File: src/hdl/idr_pkg.sv
package idr_pkg;

  localparam int MODE_W = 4;
  localparam int ROW_W = 2;
  localparam int COEF_W = 15;
  localparam int COEF_MAX = (1 << (COEF_W - 1)) - 1;
  localparam int COEF_MIN = -(1 << (COEF_W - 1));
  localparam int LAST_ROW = 3;

endpackage

File: src/hdl/idr_row_if.sv
interface idr_row_if #(parameter int PIXEL_BITS = 8);
  import idr_pkg::*;

  logic                  valid;
  logic                  ready;
  logic [PIXEL_BITS-1:0] cur_0;
  logic [PIXEL_BITS-1:0] cur_1;
  logic [PIXEL_BITS-1:0] cur_2;
  logic [PIXEL_BITS-1:0] cur_3;
  logic [PIXEL_BITS-1:0] pred_0;
  logic [PIXEL_BITS-1:0] pred_1;
  logic [PIXEL_BITS-1:0] pred_2;
  logic [PIXEL_BITS-1:0] pred_3;
  logic [MODE_W-1:0]     mode_tag;

  modport source (
    output valid, cur_0, cur_1, cur_2, cur_3, pred_0, pred_1, pred_2, pred_3, mode_tag,
    input  ready
  );
  modport sink (
    input  valid, cur_0, cur_1, cur_2, cur_3, pred_0, pred_1, pred_2, pred_3, mode_tag,
    output ready
  );

endinterface

File: src/hdl/idr_coef_if.sv
interface idr_coef_if;
  import idr_pkg::*;

  logic                     valid;
  logic                     ready;
  logic signed [COEF_W-1:0] coef_0;
  logic signed [COEF_W-1:0] coef_1;
  logic signed [COEF_W-1:0] coef_2;
  logic signed [COEF_W-1:0] coef_3;
  logic [ROW_W-1:0]         out_row;
  logic [MODE_W-1:0]        out_mode;
  logic                     last_row;

  modport source (
    output valid, coef_0, coef_1, coef_2, coef_3, out_row, out_mode, last_row,
    input  ready
  );
  modport sink (
    input  valid, coef_0, coef_1, coef_2, coef_3, out_row, out_mode, last_row,
    output ready
  );

endinterface

File: src/hdl/idr_front.sv
module idr_front #(
  parameter int PIXEL_BITS = 8,
  parameter int QW = 4 * (PIXEL_BITS + 1) + idr_pkg::ROW_W + idr_pkg::MODE_W
) (
  input  logic          clk,
  input  logic          rst,
  idr_row_if.sink       rows,
  output logic [QW-1:0] q_data,
  output logic          q_valid,
  input  logic          q_ready
);
  import idr_pkg::*;

  localparam int RW = PIXEL_BITS + 1;

  logic [ROW_W-1:0]  row_cnt;
  logic [MODE_W-1:0] held_mode;
  logic [MODE_W-1:0] word_mode;
  logic              accept;
  logic signed [RW-1:0] r0, r1, r2, r3;

  assign rows.ready = q_ready;
  assign q_valid = rows.valid;
  assign accept = rows.valid && q_ready;

  // residuals in one bit more than a pixel
  assign r0 = $signed({1'b0, rows.cur_0}) - $signed({1'b0, rows.pred_0});
  assign r1 = $signed({1'b0, rows.cur_1}) - $signed({1'b0, rows.pred_1});
  assign r2 = $signed({1'b0, rows.cur_2}) - $signed({1'b0, rows.pred_2});
  assign r3 = $signed({1'b0, rows.cur_3}) - $signed({1'b0, rows.pred_3});

  // the tag of the block's first row holds for the whole block
  assign word_mode = (row_cnt == '0) ? rows.mode_tag : held_mode;
  assign q_data = {word_mode, row_cnt, r3, r2, r1, r0};

  always_ff @(posedge clk) begin
    if (rst) begin
      row_cnt <= '0;
      held_mode <= '0;
    end else if (accept) begin
      row_cnt <= row_cnt + 1'b1;
      if (row_cnt == '0) begin
        held_mode <= rows.mode_tag;
      end
    end
  end

endmodule

File: src/hdl/idr_queue.sv
module idr_queue #(
  parameter int WIDTH = 42,
  parameter int DEPTH = 4
) (
  input  logic             clk,
  input  logic             rst,
  input  logic [WIDTH-1:0] in_data,
  input  logic             in_valid,
  output logic             in_ready,
  output logic [WIDTH-1:0] out_data,
  output logic             out_valid,
  input  logic             out_ready
);

  localparam int PW = (DEPTH > 1) ? $clog2(DEPTH) : 1;
  localparam int CW = $clog2(DEPTH + 1);

  logic [WIDTH-1:0] mem [DEPTH];
  logic [PW-1:0]    wp;
  logic [PW-1:0]    rp;
  logic [CW-1:0]    cnt;
  logic             push;
  logic             pop;

  assign in_ready = (cnt != CW'(DEPTH));
  assign out_valid = (cnt != '0);
  assign out_data = mem[rp];
  assign push = in_valid && in_ready;
  assign pop = out_valid && out_ready;

  always_ff @(posedge clk) begin
    if (push) begin
      mem[wp] <= in_data;
    end
  end

  always_ff @(posedge clk) begin
    if (rst) begin
      wp <= '0;
      rp <= '0;
      cnt <= '0;
    end else begin
      if (push) begin
        wp <= (wp == PW'(DEPTH - 1)) ? '0 : wp + 1'b1;
      end
      if (pop) begin
        rp <= (rp == PW'(DEPTH - 1)) ? '0 : rp + 1'b1;
      end
      if (push && !pop) begin
        cnt <= cnt + 1'b1;
      end else if (pop && !push) begin
        cnt <= cnt - 1'b1;
      end
    end
  end

endmodule

File: src/hdl/idr_back.sv
module idr_back #(
  parameter int PIXEL_BITS = 8,
  parameter int QW = 4 * (PIXEL_BITS + 1) + idr_pkg::ROW_W + idr_pkg::MODE_W
) (
  input  logic          clk,
  input  logic          rst,
  input  logic [QW-1:0] q_data,
  input  logic          q_valid,
  output logic          q_ready,
  idr_coef_if.source    coefs
);
  import idr_pkg::*;

  localparam int RW = PIXEL_BITS + 1;
  localparam int TW = RW + 3;
  localparam int YW = TW + 3;
  localparam logic signed [YW-1:0] YMAX = YW'(COEF_MAX);
  localparam logic signed [YW-1:0] YMIN = YW'(COEF_MIN);

  typedef enum logic [1:0] {
    ST_LOAD = 2'b01,
    ST_EMIT = 2'b10
  } back_state_t;

  back_state_t state;
  logic [ROW_W-1:0]  cnt;
  logic [MODE_W-1:0] mode_hold;
  logic signed [RW-1:0] d [3][4];
  logic signed [TW-1:0] t [4][4];
  logic signed [TW-1:0] t_next [4][4];
  logic signed [YW-1:0] y [4];
  logic signed [RW-1:0] q_res [4];
  logic [ROW_W-1:0]  q_row;
  logic [MODE_W-1:0] q_mode;
  logic              pop;
  logic              out_load;

  function automatic logic signed [COEF_W-1:0] sat(input logic signed [YW-1:0] v);
    if (v > YMAX) begin
      return COEF_W'(COEF_MAX);
    end else if (v < YMIN) begin
      return COEF_W'(COEF_MIN);
    end
    return COEF_W'(v);
  endfunction

  always_comb begin
    for (int j = 0; j < 4; j++) begin
      q_res[j] = q_data[j*RW +: RW];
    end
  end
  assign q_row = q_data[4*RW +: ROW_W];
  assign q_mode = q_data[4*RW+ROW_W +: MODE_W];

  assign q_ready = (state == ST_LOAD);
  assign pop = q_valid && q_ready;
  assign out_load = (state == ST_EMIT) && (!coefs.valid || coefs.ready);

  // column pass, the last row comes straight from the queue
  always_comb begin
    logic signed [TW-1:0] a0, a1, a2, a3, s0, s1, e0, e1;
    for (int j = 0; j < 4; j++) begin
      a0 = TW'(d[0][j]);
      a1 = TW'(d[1][j]);
      a2 = TW'(d[2][j]);
      a3 = TW'(q_res[j]);
      s0 = a0 + a3;
      s1 = a1 + a2;
      e0 = a0 - a3;
      e1 = a1 - a2;
      t_next[0][j] = s0 + s1;
      t_next[1][j] = (e0 <<< 1) + e1;
      t_next[2][j] = s0 - s1;
      t_next[3][j] = e0 - (e1 <<< 1);
    end
  end

  // row pass on one row of t per output word
  always_comb begin
    logic signed [YW-1:0] b0, b1, b2, b3, s0, s1, e0, e1;
    b0 = YW'(t[cnt][0]);
    b1 = YW'(t[cnt][1]);
    b2 = YW'(t[cnt][2]);
    b3 = YW'(t[cnt][3]);
    s0 = b0 + b3;
    s1 = b1 + b2;
    e0 = b0 - b3;
    e1 = b1 - b2;
    y[0] = s0 + s1;
    y[1] = (e0 <<< 1) + e1;
    y[2] = s0 - s1;
    y[3] = e0 - (e1 <<< 1);
  end

  always_ff @(posedge clk) begin
    if (pop) begin
      if (q_row == ROW_W'(LAST_ROW)) begin
        t <= t_next;
        mode_hold <= q_mode;
      end else begin
        d[q_row] <= q_res;
      end
    end
    if (out_load) begin
      coefs.coef_0 <= sat(y[0]);
      coefs.coef_1 <= sat(y[1]);
      coefs.coef_2 <= sat(y[2]);
      coefs.coef_3 <= sat(y[3]);
      coefs.out_row <= cnt;
      coefs.out_mode <= mode_hold;
      coefs.last_row <= (cnt == ROW_W'(LAST_ROW));
    end
  end

  always_ff @(posedge clk) begin
    if (rst) begin
      state <= ST_LOAD;
      cnt <= '0;
      coefs.valid <= 1'b0;
    end else begin
      case (state)
        ST_LOAD: begin
          if (pop && q_row == ROW_W'(LAST_ROW)) begin
            state <= ST_EMIT;
            cnt <= '0;
          end
        end
        ST_EMIT: begin
          if (out_load) begin
            cnt <= cnt + 1'b1;
            if (cnt == ROW_W'(LAST_ROW)) begin
              state <= ST_LOAD;
            end
          end
        end
        default: begin
          state <= ST_LOAD;
          cnt <= '0;
        end
      endcase
      if (out_load) begin
        coefs.valid <= 1'b1;
      end else if (coefs.ready) begin
        coefs.valid <= 1'b0;
      end
    end
  end

endmodule

File: src/hdl/integer_dct_residual_4x4.sv
// 4x4 forward integer core transform of a prediction residual.
// rows: one word per block row, four current and four predicted pixels and
// a mode tag; the tag of a block's first row is kept for the whole block.
// coefs: four words per block, coefficient rows 0..3 of Y = C*D*C^T, each
// with its row index and the block's tag, last_row set on row 3.
// After the block's fourth row is taken into t, the coefficient rows leave
// through the output register, one per cycle while the receiver keeps up.
// The transform unit loads four rows from the row queue and then emits four
// coefficient rows before it loads the next block, so it takes no new rows
// from the queue while it emits.
// The front writes residual rows into a 4-deep queue, so it keeps taking rows
// while the transform unit emits or waits on the receiver.
// A stalled receiver holds the output register; the transform unit then
// stops, the queue fills and rows.ready drops.
// Reset (rst, synchronous) empties the queue, drops coefs.valid and starts a
// new block at row 0.
module integer_dct_residual_4x4 #(
  parameter int PIXEL_BITS = 8
) (
  input  logic        clk,
  input  logic        rst,
  idr_row_if.sink     rows,
  idr_coef_if.source  coefs
);
  import idr_pkg::*;

  localparam int QW = 4 * (PIXEL_BITS + 1) + ROW_W + MODE_W;

  logic [QW-1:0] f_data;
  logic          f_valid;
  logic          f_ready;
  logic [QW-1:0] b_data;
  logic          b_valid;
  logic          b_ready;

  idr_front #(.PIXEL_BITS(PIXEL_BITS), .QW(QW)) u_front (
    .clk     (clk),
    .rst     (rst),
    .rows    (rows),
    .q_data  (f_data),
    .q_valid (f_valid),
    .q_ready (f_ready)
  );

  idr_queue #(.WIDTH(QW), .DEPTH(4)) u_queue (
    .clk       (clk),
    .rst       (rst),
    .in_data   (f_data),
    .in_valid  (f_valid),
    .in_ready  (f_ready),
    .out_data  (b_data),
    .out_valid (b_valid),
    .out_ready (b_ready)
  );

  idr_back #(.PIXEL_BITS(PIXEL_BITS), .QW(QW)) u_back (
    .clk     (clk),
    .rst     (rst),
    .q_data  (b_data),
    .q_valid (b_valid),
    .q_ready (b_ready),
    .coefs   (coefs)
  );

endmodule

File: src/flat_wrapper.sv
// flat-port wrapper written by rule: the top's interface ports become plain ports
module integer_dct_residual_4x4_flat import idr_pkg::*;
#(
  parameter int PIXEL_BITS = 8
)
  (clk, rst, rows_valid, rows_cur_0, rows_cur_1, rows_cur_2, rows_cur_3, rows_pred_0, rows_pred_1, rows_pred_2, rows_pred_3, rows_mode_tag, rows_ready, coefs_valid, coefs_coef_0, coefs_coef_1, coefs_coef_2, coefs_coef_3, coefs_out_row, coefs_out_mode, coefs_last_row, coefs_ready);
  idr_row_if #(.PIXEL_BITS(PIXEL_BITS)) rows_i ();
  idr_coef_if coefs_i ();
  input  logic clk;
  input  logic rst;
  input wire logic [$bits(rows_i.valid)-1:0] rows_valid;
  input wire logic [$bits(rows_i.cur_0)-1:0] rows_cur_0;
  input wire logic [$bits(rows_i.cur_1)-1:0] rows_cur_1;
  input wire logic [$bits(rows_i.cur_2)-1:0] rows_cur_2;
  input wire logic [$bits(rows_i.cur_3)-1:0] rows_cur_3;
  input wire logic [$bits(rows_i.pred_0)-1:0] rows_pred_0;
  input wire logic [$bits(rows_i.pred_1)-1:0] rows_pred_1;
  input wire logic [$bits(rows_i.pred_2)-1:0] rows_pred_2;
  input wire logic [$bits(rows_i.pred_3)-1:0] rows_pred_3;
  input wire logic [$bits(rows_i.mode_tag)-1:0] rows_mode_tag;
  output wire logic [$bits(rows_i.ready)-1:0] rows_ready;
  output wire logic [$bits(coefs_i.valid)-1:0] coefs_valid;
  output wire logic [$bits(coefs_i.coef_0)-1:0] coefs_coef_0;
  output wire logic [$bits(coefs_i.coef_1)-1:0] coefs_coef_1;
  output wire logic [$bits(coefs_i.coef_2)-1:0] coefs_coef_2;
  output wire logic [$bits(coefs_i.coef_3)-1:0] coefs_coef_3;
  output wire logic [$bits(coefs_i.out_row)-1:0] coefs_out_row;
  output wire logic [$bits(coefs_i.out_mode)-1:0] coefs_out_mode;
  output wire logic [$bits(coefs_i.last_row)-1:0] coefs_last_row;
  input wire logic [$bits(coefs_i.ready)-1:0] coefs_ready;
  assign rows_i.valid = rows_valid;
  assign rows_i.cur_0 = rows_cur_0;
  assign rows_i.cur_1 = rows_cur_1;
  assign rows_i.cur_2 = rows_cur_2;
  assign rows_i.cur_3 = rows_cur_3;
  assign rows_i.pred_0 = rows_pred_0;
  assign rows_i.pred_1 = rows_pred_1;
  assign rows_i.pred_2 = rows_pred_2;
  assign rows_i.pred_3 = rows_pred_3;
  assign rows_i.mode_tag = rows_mode_tag;
  assign rows_ready = rows_i.ready;
  assign coefs_valid = coefs_i.valid;
  assign coefs_coef_0 = coefs_i.coef_0;
  assign coefs_coef_1 = coefs_i.coef_1;
  assign coefs_coef_2 = coefs_i.coef_2;
  assign coefs_coef_3 = coefs_i.coef_3;
  assign coefs_out_row = coefs_i.out_row;
  assign coefs_out_mode = coefs_i.out_mode;
  assign coefs_last_row = coefs_i.last_row;
  assign coefs_i.ready = coefs_ready;
  integer_dct_residual_4x4 #(.PIXEL_BITS(PIXEL_BITS)) u_core (.clk(clk), .rst(rst), .rows(rows_i), .coefs(coefs_i));
endmodule
File: config.mk
export PLATFORM = sky130hd
export DESIGN_NAME = integer_dct_residual_4x4_flat
export DESIGN_NICKNAME = d
export VERILOG_FILES = /design/src/hdl/idr_pkg.sv /design/src/hdl/idr_row_if.sv /design/src/hdl/idr_coef_if.sv /design/src/hdl/idr_front.sv /design/src/hdl/idr_queue.sv /design/src/hdl/idr_back.sv /design/src/hdl/integer_dct_residual_4x4.sv /design/src/flat_wrapper.sv
export SDC_FILE = /design/constraint.sdc
export NUM_CORES = 1
export LEC_CHECK = 0
export ABC_CLOCK_PERIOD_IN_PS = 42400
export BUFFER_PORTS_ARGS = -buffer_cell sky130_fd_sc_hd__buf_2
export CAP_MARGIN = 30
export CORE_MARGIN = 3
export CORE_UTILIZATION = 50
export DETAILED_ROUTE_END_ITERATION = 8
export GPL_TIMING_DRIVEN = 0
export PLACE_DENSITY = 0.67
export SLEW_MARGIN = 20
export SYNTH_ARGS = -nofsm -noshare
export SYNTH_HDL_FRONTEND = slang
export SYNTH_HIERARCHICAL = 1
export SYNTH_SLANG_ARGS = --single-unit
File: constraint.sdc
create_clock -name clk -period 42.4 [get_ports clk]
set_input_delay 6.36 -clock clk [delete_from_list [all_inputs] [get_ports clk]]
set_output_delay 6.36 -clock clk [all_outputs]
set_load 0.02 [all_outputs]
* Yosys cells after proc, flatten, opt, wreduce, memory -nomap -nowiden
Memory sizes are Yosys's and may differ from the RTL's. A register that Yosys moved wholly into a read port is not among the register bits.
Cells that the tools add are included.
** Operators by class
- Order comparisons :: 9
- Equal/unequal tests :: 10
- Bitwise gates (word level) :: 1
- Muxes and demuxes :: 48
- Reduce and logical (&&, ||, !) cells :: 17
- Add/subtract/negate cells :: 50
** Operators with widths (number)
- $mux 15 :: 12
- $bmux 48 s2 :: 1
- $mux 48 :: 2
- $add 9x9->10 :: 8
- $sub 9x9->10 :: 8
- $add 11x10->12 :: 4
- $sub 10x11->12 :: 4
- $add 10x10->11 :: 4
- $sub 10x10->11 :: 4
- $sub 8x8->9 :: 4
- $gt 14x15->1 const B :: 2
- $gt 15x15->1 const B :: 2
- $lt 14x15->1 const B :: 2
- $lt 15x15->1 const B :: 2
- $add 12x12->13 :: 2
- $sub 12x12->13 :: 2
- $mux 1 :: 19
- $mux 2 :: 9
- $add 14x13->15 :: 1
- $sub 13x14->15 :: 1
- $add 13x13->14 :: 1
- $sub 13x13->14 :: 1
- $eq 2x2->1 const B :: 5
- $add 2x1->2 const B :: 4
- other kinds (19) :: 31
** Word-level totals
- Bits of input ports :: 72
- Output and inout bits :: 69
- Memories kept :: 2
- Memory bits (writable) :: 276
- Logic and storage cells :: 169
- Flip-flop bits (word level) :: 281
** Memories
- u_core.u_queue.mem :: words 4, bits a word 42, rd ports 1, clocked after memory_dff 1, wr ports 1, line idr_queue.sv:18 : logic [WIDTH-1:0] mem [DEPTH];
- u_core.u_back.d :: words 3, bits a word 36, rd ports 3, clocked after memory_dff 0, wr ports 1, line idr_back.sv:28 : logic signed [RW-1:0] d [3][4];

* Longest topological paths before layout
Gate-level depths: netlist of the first run.
- Word-level depth :: 11
- Depth in mapped cells :: 20
- Gate-level depth less buffers :: 16

* Cells and area by module
Netlist of the first run, hierarchy kept.
** Modules (own cells, without submodules)
- idr_back :: seq. area each 10880.4 µm², times used 1, area each 31051.0 µm², cells each 3119
- idr_queue :: seq. area each 5225.0 µm², times used 1, area each 6530.0 µm², cells each 268
- idr_front :: seq. area each 120.1 µm², times used 1, area each 1661.6 µm², cells each 214

* Worst setup path after synthesis of the first run
No wires, ideal clock.
- Path type :: reg2reg
- Start :: register with a tool-made name
- End :: register u_core.u_back.mode_hold[0], enable pin
- Period minus slack after synthesis :: 15.476 ns
- Cell stages (with the launch flop) :: 6
- Path slack :: 26.924 ns
- Data required time :: 41.408 ns
- Library setup time :: 0.992 ns
- Arrival time :: 14.485 ns
- Cells stage by stage :: dfxtp_1 -> clkbuf_2 -> clkbuf_1 -> mux4_2 -> nand3_1 -> nor3b_1
** RTL lines
- end signal: assignment :: line idr_back.sv:99 : mode_hold <= q_mode;
- end: declaration :: line idr_back.sv:27 : logic [MODE_W-1:0] mode_hold;

* Worst setup path in the final report of the first run
- Start :: register u_core.u_queue.cnt[1]
- End :: output port rows_ready
** Between the ends
- Longest elaborated chain between the ends :: 1
** Ends and longest elaborated chain
- start: declaration :: line idr_queue.sv:21 : logic [CW-1:0] cnt;
- start signal: assignment :: line idr_queue.sv:50 : cnt <= cnt + 1'b1;
- start signal: assignment :: line idr_queue.sv:52 : cnt <= cnt - 1'b1;
- $ne 3x3->1 :: line idr_queue.sv:25 : assign in_ready = (cnt != CW'(DEPTH));
- end: declaration :: line flat_wrapper.sv:21 : output wire logic [$bits(rows_i.ready)-1:0] rows_ready;
No other way between the ends.

==> summary.md, run 1 <==
| Metric | Value |
|---|---|
| Max Slew Vio Count | `0` |
| Largest net degree at the start of global routing | `43` |
| Final Hold Fails | `0` |
| Setup TNS | `0 ns` |
| Number of cells upsized or downsized after cts | `0` |
| R2R setup slack | `36.53 ns` |
| M2 GR Usage | `35.5%` |
| Syn nets | `4,162` |
| Worst EP arrival | `1.81 ns` |
| Hold Buf Count CTS | `0` |
| Dominant cells by area after synthesis | `edfxtp_1 (40%), ha_1 (14%), mux4_2 (4.9%)` |
| Post-synth top area share | `40.3%` |
| Post-DRT Antenna Nets | `0` |
| Die W | `286 um` |
| Wire per inst | `18.0 um` |
| Met3 GRT Util | `2.72%` |
| TritonCTS buffer count | `58` |
| CP peak stage delay | `0.39 ns` |
| RD Place Congestion | `0.929` |
| Drt pass-1 iters | `6` |
| Top FF cell, synth | `edfxtp_1` |
| Fmax | `122 MHz` |
| Core area | `77,600 um2` |
| XOR/XNOR share of the synthesized area | `6.87%` |
| Fin nets | `4,397` |
| Row Count | `102` |
| Area occupied by registers | `16,200 um2` |
| Least-Margin Pin Slew | `0.915 ns` |
| Die H | `286 um` |
| Synthesized instance count | `3,601` |
| Tmin final | `8.17 ns` |
| Pre-CTS setup slack | `34.04 ns` |
| Commonest non-fill, non-tap cell in the layout | `edfxtp_1` |
| Synth Register Bits | `547` |
| Setup ws final | `34.23 ns` |
| I/O pin cnt | `141` |
| Post-synthesis mux area share | `5.70%` |
| Gr ovfl total | `0` |
| Unrepaired setup endpoints after global routing | `no` |
| Most used routing layer | `met2` |
| Cell Chain, Critical Path | `or3b_1 > clkbuf_2 > buf_4 > buf_2` |
| Adder-cell share of the synthesized area | `16.5%` |
| Setup Skew | `0.0329 ns` |
| Multi-input logic area | `21,100 um2` |
| Share of cells above drive strength 1 | `11.6%` |
| P&R area growth vs syn | `11.0%` |
| Met1 Use GR | `29.5%` |
| DRT iter0 DRCs | `1,961` |
| Vias/cell | `5.58` |
| Post-synthesis simple-gate area fraction | `10.9%` |
| Initial antenna violation count | `0` |
| # clock sinks | `547` |
| Final Core Density | `56.1%` |
| DPL Wire Length | `69.9 mm` |
| Worst skew pair latency | `0.62 ns` |
| Compound-gate portion of the synthesized area | `13.7%` |
| CP max stage cell | `or3b_1` |
| CTS Root Cell | `clkbuf_16` |
| Worst-path clk slew | `0.07 ns` |
| Slew headroom | `39.0%` |
| Post-Syn Area | `39,200 um2` |
| GR Util All Layers | `21.4%` |
| Largest family of logic cells by synthesized area | `adder cells` |
| Drt drc | `0` |
| Starting density of the core | `50.6%` |
| Vias in the first global route | `26,400` |
| Syn_area_per_cell | `10.9 um2` |
| Max FO, Critical Path | `8` |
| Die area | `81,900 um2` |
| FILL cells | `6,738` |
| Leading area contributor after synthesis | `edfxtp_1` |
| # setup viols final | `0` |
| Setup crit end kind | `output pin` |
| Hold Path Class | `register to register` |
| EDFF count, synth | `527` |
| First-pass GRT wire length | `140 mm` |
| Startpoint class of the critical path | `register` |
| Crit share post-route | `19.3%` |
| Ys Warns | `6` |
| N_diodes | `0` |
| CP Class | `register to output pin` |
| Routed vias | `27,500` |
| Commonest cells after routing, fill and taps aside | `edfxtp_1 (527), ha_1 (444), inv_1 (387)` |
| Seq/Total Area, Yosys | `41.3%` |
| Worst Path Required | `36.04 ns` |
| Status | `finished, final reports clean` |
| DRT Wirelength | `88.4 mm` |
| Max H-tree Level | `2` |
| Port bufs | `140` |
| Clk buf depth | `3` |
| Worst hold margin | `0.421 ns` |
| CTS tree | `done` |
| Synth cell types | `96` |
| Number of max-cap violations | `0` |
| Async SR Flop Fraction | `0%` |
| # Post-CTS Setup Buffers | `0` |
stage by stage:
step / instances / area (um2)
detailed placement: 4815 / 41600
global route: 4924 / 43500
floorplan: 3601 / 39200
global placement: 4781 / 41200
CTS: 4923 / 43500
finish: 4924 / 43500
Yosys cell counts (10+ instances only):
library cell / n
a221oi_1: 10
o21bai_1: 32
o22ai_1: 15
mux4_2: 86
nand3b_1: 14
mux2i_1: 22
ha_1: 444
o21ai_0: 137
xnor2_1: 209
buf_2: 19
nor2b_1: 71
a31oi_1: 41
edfxtp_1: 527
buf_1: 15
o211ai_1: 25
fa_1: 45
dfxtp_1: 20
o311ai_0: 19
o31ai_1: 20
a21o_1: 43
and3_1: 26
a21oi_1: 221
nor3_1: 97
nand2b_1: 62
inv_1: 387
nor2_1: 244
o31a_1: 13
or3_1: 32
or2_2: 12
clkbuf_1: 75
xor2_1: 99
o21a_1: 62
nand3_1: 61
and2_1: 12
a211oi_1: 39
nand4_1: 10
a211o_1: 12
nand2_1: 92
nor4_1: 54
nor3b_1: 14
critical path: cells and delay by family, from the launching register on:
kind          cells  cell delay (ns)
buf+inv           3             0.47
simple gates      1             0.39
flops             1             0.35
registers in the layout, summed over array words and instances (netlist names), 3 cells and up, named ones only:
name / count
u_core/u_front/held_mode: 4
u_core/u_back/d: 108
u_core/u_back/t: 180
u_core/u_back/coefs.out_mode: 4
u_core/u_back/coefs.coef_1: 15
u_core/u_queue/cnt: 3
u_core/u_back/coefs.coef_2: 15
u_core/u_back/coefs.coef_3: 15
u_core/u_back/mode_hold: 4
u_core/u_back/coefs.coef_0: 15
u_core/u_queue/mem: 168
worst paths after layout:
kind                              start                              end  cells past startpoint
min          u_core/u_back/mode_hold[2]  u_core/u_back/coefs.out_mode[2]                      0
max reg2reg        u_core/u_back/cnt[1]   u_core/u_back/coefs.coef_0[12]                     14
min reg2reg  u_core/u_back/mode_hold[2]  u_core/u_back/coefs.out_mode[2]                      0
max               u_core/u_queue/cnt[1]                       rows_ready                      4
kinds of logic (layout without fill, tap and decap cells):
| family | after synthesis | after routing |
|---|---|---|
| AOI/OAI and AO/OA | 797 | 797 |
| xor gates and xnor gates | 308 | 308 |
| adders and majority gates | 489 | 489 |
| buffers and inverters | 514 | 797 |
| DFF | 547 | 547 |
| muxes | 115 | 115 |
| and+or+nand+nor | 831 | 831 |
cell type report:
cell class	instances	share of cell area, %
Buffer	121	1.21
Tap cell	1040	2.99
Inverter	393	3.39
Clock buffer	65	3.44
Sequential cell	547	37.3
Clock inverter	43	1.01
Timing Repair Buffer	175	2.35
Multi-Input combinational cell	2540	48.4
layer usage:
metal / vias to the layer above / part of all wire [%]
li1: 13700 / -
met1: 13100 / 46
met2: 577 / 47
met3: 114 / 4.6
met4: 0 / 3.0
met5: - / 0
Power of run 1 is left out: the tool's default activity adds up to more than one toggle a clock period on the data nets, which glitch-free logic cannot reach.
==> run 2, diff against run 1 <==
--- a/config.mk
+++ b/config.mk
@@ -5,7 +5,7 @@
 export SDC_FILE = /design/constraint.sdc
 export NUM_CORES = 1
 export LEC_CHECK = 0
-export ABC_CLOCK_PERIOD_IN_PS = 42400
+export ABC_CLOCK_PERIOD_IN_PS = 8400
 export BUFFER_PORTS_ARGS = -buffer_cell sky130_fd_sc_hd__buf_2
 export CAP_MARGIN = 30
 export CORE_MARGIN = 3
==> constraint.sdc (replaced) <==
create_clock -name clk -period 8.4 [get_ports clk]
set_input_delay 1.26 -clock clk [delete_from_list [all_inputs] [get_ports clk]]
set_output_delay 1.26 -clock clk [all_outputs]
set_load 0.02 [all_outputs]
==> run 2 against run 1 <==
Non-clock buffer count is 6 lower. Critical path depth is 12 higher. Flip-flop and latch count stayed put. Final area is 0.45% higher. Core utilization is 0.25 points higher. Sequential share of layout area is 0.17 points lower. Wire length is 1.2% higher. Hold slack better by 0.012 ns. Die area stayed put. Count of clock-buffer cells in the layout is 5 higher. Clock skew is 0.0060 ns lower. Critical endpoint is now u_core/u_back/coefs.coef_2[9]. Highest routed layer unchanged.
==> summary.md, run 2 (synthesis results as in run 1) <==
| Metric | Value |
|---|---|
| CTS Root Cell | `clkbuf_16 (unchanged)` |
| Worst skew pair latency | `0.64 ns (was 0.62 ns)` |
| Final Instance Area | `43,700 um2 (was 43,500 um2)` |
| Most flops, register | `u_core/u_back/t (unchanged)` |
| Final Hold Fails | `0 (unchanged)` |
| # clock sinks | `547 (unchanged)` |
| Port bufs | `140 (unchanged)` |
| Fmax | `173 MHz` |
| Unrepaired setup endpoints after global routing | `no (unchanged)` |
| Crit share post-route | `68.8%` |
| Worst EP arrival | `6.14 ns (was 1.81 ns)` |
| First-pass GRT wire length | `142 mm (was 140 mm)` |
| Post-DRT Antenna Nets | `0 (unchanged)` |
| Max Slew Vio Count | `0 (unchanged)` |
| Largest net degree at the start of global routing | `43 (unchanged)` |
| Number of cells upsized or downsized after cts | `0 (unchanged)` |
| Startpoint class of the critical path | `register (unchanged)` |
| Least-Margin Pin Slew | `0.924 ns (was 0.915 ns)` |
| Fin nets | `4,394 (was 4,397)` |
| Hold Buf Count CTS | `0 (unchanged)` |
| CP Class | `register to register (was register to output pin)` |
| RD Place Congestion | `0.912 (was 0.929)` |
| Row Count | `102 (unchanged)` |
| Drt pass-1 iters | `5 (was 6)` |
| Max H-tree Level | `2 (unchanged)` |
| Setup crit end kind | `register (was output pin)` |
| DP Area | `41,600 um2 (about the same)` |
| Commonest cells after routing, fill and taps aside | `edfxtp_1 (527), ha_1 (444), inv_1 (387) (unchanged)` |
| Die area | `81,900 um2 (unchanged)` |
| Gr ovfl total | `0 (unchanged)` |
| Tmin final | `5.78 ns` |
| Number of flip-flops in the largest register | `180 (unchanged)` |
| Slew headroom | `38.4% (was 39.0%)` |
| Worst-path clk slew | `0.06 ns (was 0.07 ns)` |
| N_diodes | `0 (unchanged)` |
| Setup Skew | `0.0269 ns (was 0.0329 ns)` |
| DPL Wire Length | `70.6 mm (was 69.9 mm)` |
| Initial antenna violation count | `0 (unchanged)` |
| TritonCTS buffer count | `61 (was 58)` |
| Worst Path Required | `8.76 ns (was 36.04 ns)` |
| DRT iter0 DRCs | `1,806 (was 1,961)` |
| Placed insts | `4,809 (was 4,815)` |
| # Post-CTS Setup Buffers | `0 (unchanged)` |
| Setup ws final | `2.62 ns (was 34.23 ns)` |
| Core area | `77,600 um2 (unchanged)` |
| Number of max-cap violations | `0 (unchanged)` |
| GR Util All Layers | `21.7% (was 21.4%)` |
| Drt drc | `0 (unchanged)` |
| Vias/cell | `5.60 (was 5.58)` |
| Hold Path Class | `register to register (unchanged)` |
| Fin cells | `4,924 (unchanged)` |
| Biggest regs | `u_core/u_back/t x180, u_core/u_queue/mem x168, u_core/u_back/d x108 (unchanged)` |
| Die W | `286 um (unchanged)` |
| Commonest non-fill, non-tap cell in the layout | `edfxtp_1 (unchanged)` |
| # setup viols final | `0 (unchanged)` |
| Vias in the first global route | `26,500 (was 26,400)` |
| P&R area growth vs syn | `11.5% (was 11.0%)` |
| DRT Wirelength | `89.5 mm (was 88.4 mm)` |
| I/O pin cnt | `141 (unchanged)` |
| Starting density of the core | `50.6% (unchanged)` |
| Share of cells above drive strength 1 | `11.5% (was 11.6%)` |
| Clk buf depth | `3 (unchanged)` |
| Routed vias | `27,600 (was 27,500)` |
| Max FO, Critical Path | `10 (was 8)` |
| Wire per inst | `18.2 um (was 18.0 um)` |
| Status | `finished, final reports clean (unchanged)` |
| Pre-CTS setup slack | `2.53 ns (was 34.04 ns)` |
| CTS tree | `done (unchanged)` |
| Die H | `286 um (unchanged)` |
[run 2: layout make-up]
class	instances	area (um2)
buffer	121	526
timing repair buffer	169	1050
fill	6666	33900
clock inverter	44	537
tap	1040	1300
sequential	547	16200
clock buffer	70	1560
multi-input combinational	2540	21100
inverter	393	1480
[run 2: worst max-delay path, cell delays in order, from the launching register on]
cell	delay, ns
dfxtp_1	0.67
buf_2	0.52
buf_1	0.61
mux4_2	0.46
ha_1	0.30
clkbuf_1	0.19
nand2b_1	0.20
a221oi_1	0.43
o21ai_0	0.14
o21bai_1	0.16
xnor2_1	0.17
ha_1	0.32
clkbuf_1	0.34
inv_1	0.20
a221o_1	0.42
a21o_1	0.22
xnor2_1	0.13
[run 2: per-stage QoR]
stage          util, %  setup TNS (ns)  hold slack (ns)
6_report          56.4               0            0.433
3_5_place_dp      53.7               0            0.416
3_3_place_gp      53.2          -27.96            0.402
4_1_cts           56.4               0            0.437
5_1_grt           56.4               0            0.443
2_1_floorplan        -               0            0.400
[run 2: metal layers]
metal | part of all wire, % | track usage (%) | wire length (um) | vias to the layer above
met5 | 0 | 0 | 0 | -
met2 | 48 | 36.8 | 42800 | 546
met4 | 2.2 | 5.32 | 2000 | 0
li1 | - | - | - | 13700
met3 | 4.2 | 2.62 | 3740 | 96
met1 | 46 | 29.7 | 41000 | 13300
[run 2: path summary, 6_finish.rpt]
kind / from / end / slack, ns / depth (start not counted)
hold / removal: u_core/u_back/mode_hold[3] / u_core/u_back/coefs.out_mode[3] / 0.43 / 0
setup / recovery: u_core/u_back/cnt[1] / u_core/u_back/coefs.coef_2[9] / 2.62 / 16
hold reg to reg: u_core/u_back/mode_hold[3] / u_core/u_back/coefs.out_mode[3] / 0.43 / 0
setup reg to reg: u_core/u_back/cnt[1] / u_core/u_back/coefs.coef_2[9] / 2.62 / 16
Power of run 2 is left out for the same reason.
